## src/hdl/bbtq_pkg.sv

```systemverilog
// Package for the beam-break trigger qualifier: item structs, codes and
// configuration defaults. It has no dependencies.
package bbtq_pkg;

  localparam int TIME_BITS_DEFAULT = 32;
  localparam int TS_W              = 32;
  localparam int GAP_W             = 24;
  localparam int LONG_W            = 26;
  localparam int NOISE_W           = 8;
  localparam int CFG_DATA_W        = 26;
  localparam int CFG_IDX_W         = 3;

  localparam logic [CFG_IDX_W-1:0] CFG_ENABLE       = 3'd0;
  localparam logic [CFG_IDX_W-1:0] CFG_MIN_GAP      = 3'd1;
  localparam logic [CFG_IDX_W-1:0] CFG_MAX_ENVELOPE = 3'd2;
  localparam logic [CFG_IDX_W-1:0] CFG_BLIND_TIME   = 3'd3;
  localparam logic [CFG_IDX_W-1:0] CFG_NOISE_LIMIT  = 3'd4;
  localparam logic [CFG_IDX_W-1:0] CFG_NOISE_WINDOW = 3'd5;

  localparam logic [GAP_W-1:0]   MIN_GAP_RESET      = 24'd10000;
  localparam logic [LONG_W-1:0]  MAX_ENVELOPE_RESET = 26'd200000;
  localparam logic [LONG_W-1:0]  BLIND_TIME_RESET   = 26'd200000;
  localparam logic [NOISE_W-1:0] NOISE_LIMIT_RESET  = 8'd10;
  localparam logic [LONG_W-1:0]  NOISE_WINDOW_RESET = 26'd1000000;
  localparam logic [NOISE_W-1:0] NOISE_COUNT_MAX    = 8'd255;

  localparam logic [2:0] FLAGS_NONE = 3'b000;
  localparam logic [2:0] FLAGS_ALL  = 3'b111;
  localparam int FLAG_OUT_EN  = 0;
  localparam int FLAG_OUT_LVL = 1;
  localparam int FLAG_MASKED  = 2;

  typedef enum logic [1:0] {
    ST_FALLING = 2'd0,
    ST_RISING  = 2'd1,
    ST_NOISE   = 2'd2
  } beam_status_e;

  typedef enum logic [1:0] {
    EV_NONE    = 2'd0,
    EV_TRIGGER = 2'd1,
    EV_NOISE   = 2'd2
  } event_kind_e;

  localparam logic OP_EDGE = 1'b0;
  localparam logic OP_TICK = 1'b1;

  typedef struct packed {
    logic            operation;
    logic [TS_W-1:0] timestamp;
    logic            edge_rising;
    logic            from_external;
    logic            pin_level;
  } in_item_t;

  typedef struct packed {
    logic [1:0]      event_kind;
    logic [TS_W-1:0] event_time;
    logic            ext_out_enable;
    logic            ext_out_level;
    logic            ext_inputs_masked;
  } out_item_t;

endpackage

```

## src/hdl/beam_break_trigger_qualifier.sv

```systemverilog
// Top level of the beam-break trigger qualifier: edge and tick processing,
// configuration registers and a two-entry result queue. Depends on bbtq_pkg.
//
//   channel  direction  handshake                 payload
//   in       input      in_valid_i / in_stall_o   in_item_i (in_item_t)
//   out      output     out_valid_o / out_stall_i out_item_o (out_item_t)
//   cfg      input      cfg_we_i                  cfg_index_i, cfg_wdata_i
//
// Each accepted item queues one result; one item per cycle unless stalled.
// The state update is a single pass of subtract, saturating add and compare.
// A two-entry result queue lets items enter while one result is stalled;
// in_stall_o rises only when both entries are full.
// Reset clears all state but the queue entries and loads config defaults.
module beam_break_trigger_qualifier
  import bbtq_pkg::*;
#(
  parameter int TIME_BITS = TIME_BITS_DEFAULT
) (
  input  logic                  clk_i,
  input  logic                  rst_ni,
  input  logic                  in_valid_i,
  output logic                  in_stall_o,
  input  in_item_t              in_item_i,
  output logic                  out_valid_o,
  input  logic                  out_stall_i,
  output out_item_t             out_item_o,
  input  logic                  cfg_we_i,
  input  logic [CFG_IDX_W-1:0]  cfg_index_i,
  input  logic [CFG_DATA_W-1:0] cfg_wdata_i
);

  localparam int TW = TIME_BITS;
  localparam int CW = (TIME_BITS > LONG_W) ? TIME_BITS : LONG_W;
  localparam logic [TW-1:0] TMAX = {TW{1'b1}};

  logic               enable_q;
  logic [GAP_W-1:0]   min_gap_q;
  logic [LONG_W-1:0]  max_env_q;
  logic [LONG_W-1:0]  blind_time_q;
  logic [NOISE_W-1:0] noise_limit_q;
  logic [LONG_W-1:0]  noise_window_q;

  logic [TW-1:0]      last_q, last_d;
  logic [TW-1:0]      rise_q, rise_d;
  logic [TW-1:0]      fall_q, fall_d;
  logic [TW-1:0]      present_q, present_d;
  logic [TW-1:0]      absent_q, absent_d;
  logic               rise_seen_q, rise_seen_d;
  beam_status_e       status_q, status_d;
  logic [NOISE_W-1:0] noise_cnt_q, noise_cnt_d;
  logic [TW-1:0]      blind_start_q, blind_start_d;
  logic               blind_run_q, blind_run_d;
  logic [TW-1:0]      win_start_q, win_start_d;
  logic               win_run_q, win_run_d;
  logic [2:0]         flags_q, flags_d;

  out_item_t          ent_q [2];
  logic               wr_ptr_q, rd_ptr_q;
  logic [1:0]         cnt_q;

  logic               in_acc, out_acc;
  logic [TW-1:0]      now, dur, envelope;
  logic [TW-1:0]      blind_since, win_since;
  logic [TW:0]        psum, asum;
  logic [TW-1:0]      present_sat, absent_sat;
  logic [NOISE_W-1:0] cnt_inc;
  logic               blind_exp, win_exp, duty, settled;
  event_kind_e        kind;
  logic [63:0]        rise_wide;
  out_item_t          res;

  assign in_stall_o  = (cnt_q == 2'd2);
  assign in_acc      = in_valid_i && !in_stall_o;
  assign out_valid_o = (cnt_q != 2'd0);
  assign out_acc     = out_valid_o && !out_stall_i;
  assign out_item_o  = ent_q[rd_ptr_q];

  assign now         = TW'(in_item_i.timestamp);
  assign dur         = now - last_q;
  assign envelope    = rise_seen_q ? (fall_q - rise_q) : '0;
  assign blind_since = now - blind_start_q;
  assign win_since   = now - win_start_q;
  assign psum        = {1'b0, present_q} + {1'b0, dur};
  assign asum        = {1'b0, absent_q} + {1'b0, dur};
  assign present_sat = psum[TW] ? TMAX : psum[TW-1:0];
  assign absent_sat  = asum[TW] ? TMAX : asum[TW-1:0];
  assign cnt_inc     = (noise_cnt_q == NOISE_COUNT_MAX) ? noise_cnt_q : noise_cnt_q + 8'd1;
  assign blind_exp   = !blind_run_q || (CW'(blind_since) >= CW'(blind_time_q));
  assign win_exp     = !win_run_q || (CW'(win_since) >= CW'(noise_window_q));
  assign duty        = absent_q > present_q;
  assign settled     = CW'(dur) >= CW'(min_gap_q);
  assign rise_wide   = 64'(rise_q);

  always_comb begin
    last_d        = last_q;
    rise_d        = rise_q;
    fall_d        = fall_q;
    present_d     = present_q;
    absent_d      = absent_q;
    rise_seen_d   = rise_seen_q;
    status_d      = status_q;
    noise_cnt_d   = noise_cnt_q;
    blind_start_d = blind_start_q;
    blind_run_d   = blind_run_q;
    win_start_d   = win_start_q;
    win_run_d     = win_run_q;
    flags_d       = flags_q;
    kind          = EV_NONE;
    res.event_time = '0;
    if (in_item_i.operation == OP_EDGE) begin
      if (!((!enable_q && !in_item_i.from_external) || status_q == ST_NOISE)) begin
        last_d = now;
        if (in_item_i.edge_rising) begin
          if (!rise_seen_q) begin
            rise_seen_d = 1'b1;
            rise_d      = now;
            fall_d      = now;
            if (!in_item_i.from_external) begin
              flags_d = FLAGS_ALL;
            end
          end else begin
            present_d = present_sat;
          end
          status_d = ST_RISING;
        end else begin
          fall_d = now;
          if (rise_seen_q) begin
            absent_d = absent_sat;
          end
          status_d = ST_FALLING;
          if (CW'(dur) < CW'(min_gap_q)) begin
            noise_cnt_d = cnt_inc;
            if (cnt_inc > noise_limit_q) begin
              status_d = ST_NOISE;
              kind     = EV_NOISE;
            end
          end
        end
      end
    end else begin
      if (rise_seen_q && settled && status_q == ST_FALLING) begin
        if (CW'(envelope) >= CW'(min_gap_q) && CW'(envelope) < CW'(max_env_q) && duty &&
            blind_exp) begin
          kind           = EV_TRIGGER;
          res.event_time = rise_wide[TS_W-1:0];
          blind_start_d  = now;
          blind_run_d    = 1'b1;
        end
        flags_d     = FLAGS_NONE;
        present_d   = '0;
        absent_d    = '0;
        fall_d      = '0;
        rise_d      = '0;
        rise_seen_d = 1'b0;
      end
      if (win_exp) begin
        win_start_d = now;
        win_run_d   = 1'b1;
        noise_cnt_d = '0;
        if (status_q == ST_NOISE) begin
          status_d = in_item_i.pin_level ? ST_RISING : ST_FALLING;
        end
      end
    end
    res.event_kind        = kind;
    res.ext_out_enable    = flags_d[FLAG_OUT_EN];
    res.ext_out_level     = flags_d[FLAG_OUT_LVL];
    res.ext_inputs_masked = flags_d[FLAG_MASKED];
  end

  always_ff @(posedge clk_i or negedge rst_ni) begin
    if (!rst_ni) begin
      enable_q       <= 1'b0;
      min_gap_q      <= MIN_GAP_RESET;
      max_env_q      <= MAX_ENVELOPE_RESET;
      blind_time_q   <= BLIND_TIME_RESET;
      noise_limit_q  <= NOISE_LIMIT_RESET;
      noise_window_q <= NOISE_WINDOW_RESET;
    end else if (cfg_we_i) begin
      case (cfg_index_i)
        CFG_ENABLE:       enable_q       <= cfg_wdata_i[0];
        CFG_MIN_GAP:      min_gap_q      <= cfg_wdata_i[GAP_W-1:0];
        CFG_MAX_ENVELOPE: max_env_q      <= cfg_wdata_i;
        CFG_BLIND_TIME:   blind_time_q   <= cfg_wdata_i;
        CFG_NOISE_LIMIT:  noise_limit_q  <= cfg_wdata_i[NOISE_W-1:0];
        CFG_NOISE_WINDOW: noise_window_q <= cfg_wdata_i;
        default: begin
        end
      endcase
    end
  end

  always_ff @(posedge clk_i or negedge rst_ni) begin
    if (!rst_ni) begin
      last_q        <= '0;
      rise_q        <= '0;
      fall_q        <= '0;
      present_q     <= '0;
      absent_q      <= '0;
      rise_seen_q   <= 1'b0;
      status_q      <= ST_FALLING;
      noise_cnt_q   <= '0;
      blind_start_q <= '0;
      blind_run_q   <= 1'b0;
      win_start_q   <= '0;
      win_run_q     <= 1'b0;
      flags_q       <= FLAGS_NONE;
    end else if (in_acc) begin
      last_q        <= last_d;
      rise_q        <= rise_d;
      fall_q        <= fall_d;
      present_q     <= present_d;
      absent_q      <= absent_d;
      rise_seen_q   <= rise_seen_d;
      status_q      <= status_d;
      noise_cnt_q   <= noise_cnt_d;
      blind_start_q <= blind_start_d;
      blind_run_q   <= blind_run_d;
      win_start_q   <= win_start_d;
      win_run_q     <= win_run_d;
      flags_q       <= flags_d;
    end
  end

  always_ff @(posedge clk_i or negedge rst_ni) begin
    if (!rst_ni) begin
      wr_ptr_q <= 1'b0;
      rd_ptr_q <= 1'b0;
      cnt_q    <= 2'd0;
    end else begin
      if (in_acc) begin
        wr_ptr_q <= !wr_ptr_q;
      end
      if (out_acc) begin
        rd_ptr_q <= !rd_ptr_q;
      end
      if (in_acc && !out_acc) begin
        cnt_q <= cnt_q + 2'd1;
      end else if (!in_acc && out_acc) begin
        cnt_q <= cnt_q - 2'd1;
      end
    end
  end

  always_ff @(posedge clk_i) begin
    if (in_acc) begin
      ent_q[wr_ptr_q] <= res;
    end
  end

  assert property (@(posedge clk_i) disable iff (!rst_ni) cnt_q <= 2'd2)
    else $error("result queue count out of range");

  assert property (@(posedge clk_i) disable iff (!rst_ni)
    in_acc && kind == EV_TRIGGER |=> blind_run_q && !rise_seen_q && blind_start_q == $past(now))
    else $error("trigger did not arm the blind timer and clear tracking");

  assert property (@(posedge clk_i) disable iff (!rst_ni)
    !rise_seen_q |-> flags_q == FLAGS_NONE)
    else $error("external drive flags set without an envelope");

  assert property (@(posedge clk_i) disable iff (!rst_ni)
    in_acc && status_q != ST_NOISE |=> (status_q == ST_NOISE) == ($past(kind) == EV_NOISE))
    else $error("noise lockout entered without a noise event");

endmodule
```

## config.mk

```make
export PLATFORM = sky130hd
export DESIGN_NAME = beam_break_trigger_qualifier
export DESIGN_NICKNAME = d
export VERILOG_FILES = /design/src/hdl/bbtq_pkg.sv /design/src/hdl/beam_break_trigger_qualifier.sv
export SDC_FILE = /design/constraint.sdc
export NUM_CORES = 1
export LEC_CHECK = 0
export ABC_CLOCK_PERIOD_IN_PS = 5700
export BUFFER_PORTS_ARGS = -buffer_cell sky130_fd_sc_hd__clkbuf_2
export CAP_MARGIN = 0
export CELL_PAD_IN_SITES_DETAIL_PLACEMENT = 1
export CELL_PAD_IN_SITES_GLOBAL_PLACEMENT = 1
export CORE_ASPECT_RATIO = 0.9
export CORE_MARGIN = 2
export CORE_UTILIZATION = 45
export DETAILED_ROUTE_END_ITERATION = 16
export PLACE_DENSITY = 0.74
export RECOVER_POWER = 25
export SLEW_MARGIN = 40
export SYNTH_ARGS = -nofsm -noshare
export SYNTH_HDL_FRONTEND = slang
export SYNTH_SLANG_ARGS = --single-unit
```

## constraint.sdc

```tcl
create_clock -name clk_i -period 5.7 [get_ports clk_i]
set_input_delay 0.57 -clock clk_i [delete_from_list [all_inputs] [get_ports clk_i]]
set_output_delay 0.57 -clock clk_i [all_outputs]
set_load 0.1 [all_outputs]
```

* Yosys cells after proc, flatten, opt, wreduce, memory -nomap -nowiden *
Memories as Yosys holds them, arrays and structs flattened.
Cells that the tools add are included.

operators by class
  add/sub/neg operators = 9
  $lt $le $gt $ge = 8
  equality and inequality tests = 15
  multiplexer cells = 55
  bitwise operators = 2
  reductions and logical operators = 46

operators with widths
  cell                                           count
  2-to-1 mux 32 bit                              22
  subtractor 32 bit                              4
  adder 32 x 32 -> 33 bit                        2
  >= comparator 32 x 24 -> 1 bit                 2
  >= comparator 32 x 26 -> 1 bit                 2
  2-to-1 mux 8 bit                               6
  greater-than comparator 32 bit                 1
  < comparator 32 x 24 -> 1 bit                  1
  < comparator 32 x 26 -> 1 bit                  1
  2-to-1 mux 2 bit                               12
  AND reduction 5 bit                            4
  2-to-1 mux 3 bit                               6
  AND reduction 4 bit                            4
  AND reduction 2 bit                            6
  logical AND 1 bit                              10
  logical NOT 1 bit                              10
  nonzero test 2 bit                             5
  2-to-1 mux 1 bit                               9
  adder 8 x 1 -> 8 bit, second input constant    1
  == test 8 bit, second input constant           1
  greater-than comparator 8 bit                  1
  != test 2 x 1 -> 1 bit, second input constant  4
  == test 3 x 2 -> 1 bit, second input constant  2
  == test 3 bit, second input constant           2
  other kinds (11)                               17

word-level totals
  flip-flop bits (word level) = 355
  RAM bits = 74
  bits of input ports = 70
  output and inout port bits = 39
  memories kept = 1

memory list
  name   depth  width  rd ports  clocked after memory_dff  wr ports  RTL line                            text
  ent_q  2      37     1         0                         1         beam_break_trigger_qualifier.sv:57  out_item_t ent_q [2];

* Longest topological paths before layout *
  word-level depth = 9
  mapped depth = 27

* Least setup slack after synthesis *
Ideal clock, no wire load.

  path kind = input -> register
  start point = in in_item_i[3] in the netlist's numbering
  end point = reg win_start_q[10]
  setup time = 0.125 ns
  data arrival time = 5.245 ns
  required time = 5.575 ns
  setup slack = 0.330 ns
  stages = 27
  buffers on the path = 2
  cell sequence = inv_1 -> ha_1 -> inv_1 -> fa_1 -> a211oi_1 -> o21ai_0 -> a31oi_1 -> o22ai_1 -> o21a_1 -> nor2_1 -> nor2b_1 -> a21boi_0 -> nor3b_1 -> nor3b_1 -> xnor2_1 -> ha_1 -> nand4_1 -> nor2_1 -> o311ai_0 -> nand3_1 -> o221ai_1 -> nor3b_1 -> or4b_4 -> and3_4 -> buf_6 -> buf_12 -> mux2_4

between the ends
  longest elaborated chain between the ends = 4

RTL lines
  item                                  RTL line                             text
  start, declared                       beam_break_trigger_qualifier.sv:23   input in_item_t in_item_i,
  subtractor 32 bit                     beam_break_trigger_qualifier.sv:82   assign win_since = now - win_start_q;
  >= comparator 32 x 26 -> 1 bit        beam_break_trigger_qualifier.sv:89   assign win_exp = !win_run_q || (CW'(win_since) >= CW'(noise_window_q));
  logical OR 1 bit                      beam_break_trigger_qualifier.sv:89
  AND reduction 3 bit (no source line)  -
  end signal, assigned                  beam_break_trigger_qualifier.sv:219  win_start_q <= win_start_d;
  end, declared                         beam_break_trigger_qualifier.sv:53   logic [TW-1:0] win_start_q, win_start_d;

No other way between the ends.
A chain may end at the register's enable or synchronous reset.

* Final worst setup path *
  start point = reg fall_q[0]
  end point = reg blind_start_q[19]

between the ends
  longest elaborated chain between the ends = 7
  elaborated cells between the ends (all ways) = 8
  those cells by class = 1 x add/sub; 2 x order compare; 1 x mux; 4 x reduce/logical

RTL lines
  item                                                                                    RTL line                             text
  start, declared                                                                         beam_break_trigger_qualifier.sv:45   logic [TW-1:0] fall_q, fall_d;
  start signal, assigned                                                                  beam_break_trigger_qualifier.sv:211  fall_q <= fall_d;
  subtractor 32 bit *                                                                     beam_break_trigger_qualifier.sv:80   assign envelope = rise_seen_q ? (fall_q - rise_q) : '0;
  2-to-1 mux 32 bit *                                                                     beam_break_trigger_qualifier.sv:80
  >= comparator 32 x 24 -> 1 bit / < comparator 32 x 26 -> 1 bit (equally long branches)  beam_break_trigger_qualifier.sv:142  if (CW'(envelope) >= CW'(min_gap_q) && CW'(envelope) < CW'(max_env_q) && duty &&
  logical AND 1 bit * (3 in series)                                                       beam_break_trigger_qualifier.sv:142
  AND reduction 4 bit (no source line) *                                                  -
  end signal, assigned                                                                    beam_break_trigger_qualifier.sv:217  blind_start_q <= blind_start_d;
  end, declared                                                                           beam_break_trigger_qualifier.sv:51   logic [TW-1:0] blind_start_q, blind_start_d;

Mark *: on every way between the ends. The rest lies on a longest branch, timed or not.

==> results.cfg <==
[run_status]
status = finished, violations left
violations = max-capacitance violations, max-slew violations, negative setup slack

[finish]
area_delta_synth_final_pct = 21.8
drive_above_1_share_pct = 23.0
seq_area_um2 = 11100
num_antenna_cells = 0
fin_nets = 4086
fill_cells = 7648
multi_input_area_um2 = 18900

[worst_setup_path]
r2r_slack_ns = -0.24
cpLargestDelayFamily = simple AND/OR/NAND/NOR gates
cp-start-kind = flop
path_depth = 30
reg2reg_to = blind_start_q[19]
crit_top_cell = nor2_1
critPathArrivalTime_ns = 6.42
worst_path_largest_cell_delay_ns = 0.63
worstReg2RegStart = fall_q[0]
critPathSlowestCell = or4_4
worstPathRequired_ns = 6.18
crit_buf_inv = 6
endpoint_kind = flop
crit_type = reg -> reg
worstRegToRegCells = 30
critPathMaxFanout = 5

[synthesis]
ys_warn_count = 0
async_flop_share_pct = 82.8
yosysMostFrequentCell = ha_1
ys_types = 92
synth_seq_cells = 429
synth_edf_count = 74
syn_nets = 3698
synth_area_um2 = 30800
synthCells = 3269
yosys.area.top_type = dfrtp_1
synth_top_area_share_pct = 26.7
synth_area_leaders = dfrtp_1, ha_1, edfxtp_1, mux2_2, inv_1
synth_top_flop_cell = dfrtp_1
synth_seq_area_share_pct = 36.1
synthTopCellsByCount = ha_1, dfrtp_1, inv_1
syn_area_per_cell_um2 = 9.43

[clock_tree]
root_buffer = clkbuf_16
numCtsBuffers = 52
numClockSinks = 429
clockBufferDepth = 3
h-tree-depth = 2
cts_tree = yes
clk_pin_slew_ns = 0.06
clock_latency_ns = 0.66

[placement]
hpwl_um = 84100
gp_congestion = 0.903
portBuffers = 108

[floorplanning]
io_pins = 109
start_util_pct = 45.2
coreArea_um2 = 68200
fp.dieW_um = 280
die_h_um = 252
dieArea_um2 = 70600
rows = 91

[min_path]
min_from = cfg_wdata_i[24]
min_to = max_env_q[24]
whs_path_depth = 3
hold_path_class = in -> reg

[drt]
firstDrtPassIters = 5
drtIter0Drc = 1821
drc = 0
via_per_inst = 6.02
totalWireLength_um = 113000
final_antenna_net_count = 0
wl_per_cell_um = 24.7
via_count = 27600

[grt]
antenna_found_initial = 3
grt_max_degree = 110
grt_pass1_wl_um = 172000
grt_pass1_vias = 29100
grt_overflow = 0
gr-usage-all-layers_pct = 31.3

[timing]
fin_hold_ws_ns = 0.241
slew-limit-headroom_pct = -91.2
setup_viol = 35
grt_setup_unrepaired = true
layout_setup_ws_ns = -0.238
worst_slew_pin_slew_ns = 2.87
timing.final.hold_violations = 0
max_freq_mhz = 168
fin_crit_sh_pct = 104
slew_violations = 319
period_needed_ns = 5.94
skew_ns = 0.0653

[job]
maxCapViolCount = 7
## layout by cell type (no fill, tap or decap), types with 26 or more instances in the layout
master and count:
inv_1 318, a21o_1 89, o2bb2ai_1 68, nand4_1 46, dfrtp_1 329, clkbuf_16 52, clkbuf_2 107, edfxtp_1 74
nor2_1 208, nor3_1 61, a22o_1 68, nand2b_1 37, xor2_1 50, mux2_4 59, xnor2_1 94, nand2_1 199
a21oi_1 194, nor2b_1 29, buf_4 293, dfstp_2 26, mux2_2 100, ha_1 344, nand3_1 52, o21ai_0 198
o21a_1 55, a211oi_1 34
## flip-flops by register name (all words and copies together), names as in the netlist, 8 cells and up
signal	flops
fall_q	32
win_start_q	32
blind_start_q	32
noise_window_q	26
ent_q	74
max_env_q	26
rise_q	32
last_q	32
absent_q	32
min_gap_q	24
blind_time_q	26
noise_cnt_q	8
present_q	32
noise_limit_q	8
## per-stage QoR
| stage | setup WS, ns | instances | TNS, ns | utilization [%] | cell area (um2) |
|---|---|---|---|---|---|
| floorplan | 0.330 | 3269 | 0 | - | 30800 |
| global placement | -1.36 | 4446 | -134.34 | 50.5 | 34400 |
| detailed placement | -1.08 | 4451 | -138.49 | 50.7 | 34600 |
| CTS | -0.0609 | 4572 | -0.466 | 54.2 | 36900 |
| global route | -0.334 | 4584 | -11.11 | 55.0 | 37500 |
| finish | -0.238 | 4584 | -5.97 | 55.0 | 37500 |
## metal layers
metal  vias to the layer above  track usage [%]  routed length, um
met5                         -                0                  0
met4                         0             10.6               3960
met3                       192             3.72               5700
met2                       751             51.3              52600
met1                     14100             42.8              51000
li1                      12600                -                  -
## worst max path at each step
stage,startpoint,end,slack [ns]
after floorplan,in_item_i[3],win_start_q[10],0.33
after global placement,in_item_i[3],blind_start_q[24],-1.36
after detailed placement,in_item_i[3],blind_start_q[19],-1.08
after CTS,fall_q[0],blind_start_q[19],-0.06
after global routing,fall_q[0],blind_start_q[25],-0.33
final,fall_q[0],blind_start_q[19],-0.24
## cells by family after synthesis
kind of cell / Yosys count / share of synthesized area (%)
AOI/OAI and AO/OA: 925 / 20.1
and+or+nand+nor: 799 / 12.5
buffers and inverters: 431 / 5.55
DFF: 429 / 36.1
adders and majority gates: 360 / 14.8
muxes: 176 / 6.71
xor gates and xnor gates: 149 / 4.23
## timing repair
item | CTS | global route
pin swaps | 10 | 44
setup buffers | 18 | 10
gates resized for setup | 72 | 130
endpoints found under the hold margin | 25 | 0
setup endpoints to repair | 178 | 269
gates cloned | 5 | 3
hold buffers | 1 | 0
## worst min-delay path: stages
cell and delay [ns]:
clkbuf_2 0.11, nand2_1 0.05, o21ai_0 0.07
## cell type report
cell class	count	share of cell area, %
clock buffers	76	3.92
clock inverters	22	0.837
inverters	322	3.22
multi-input cells	2413	50.4
flip-flops and latches	429	29.7
well taps	883	2.94
repair buffers	439	9.00
Power is left out: the tool's default activity adds up to more than one toggle a clock period on the data nets, which glitch-free logic cannot reach.
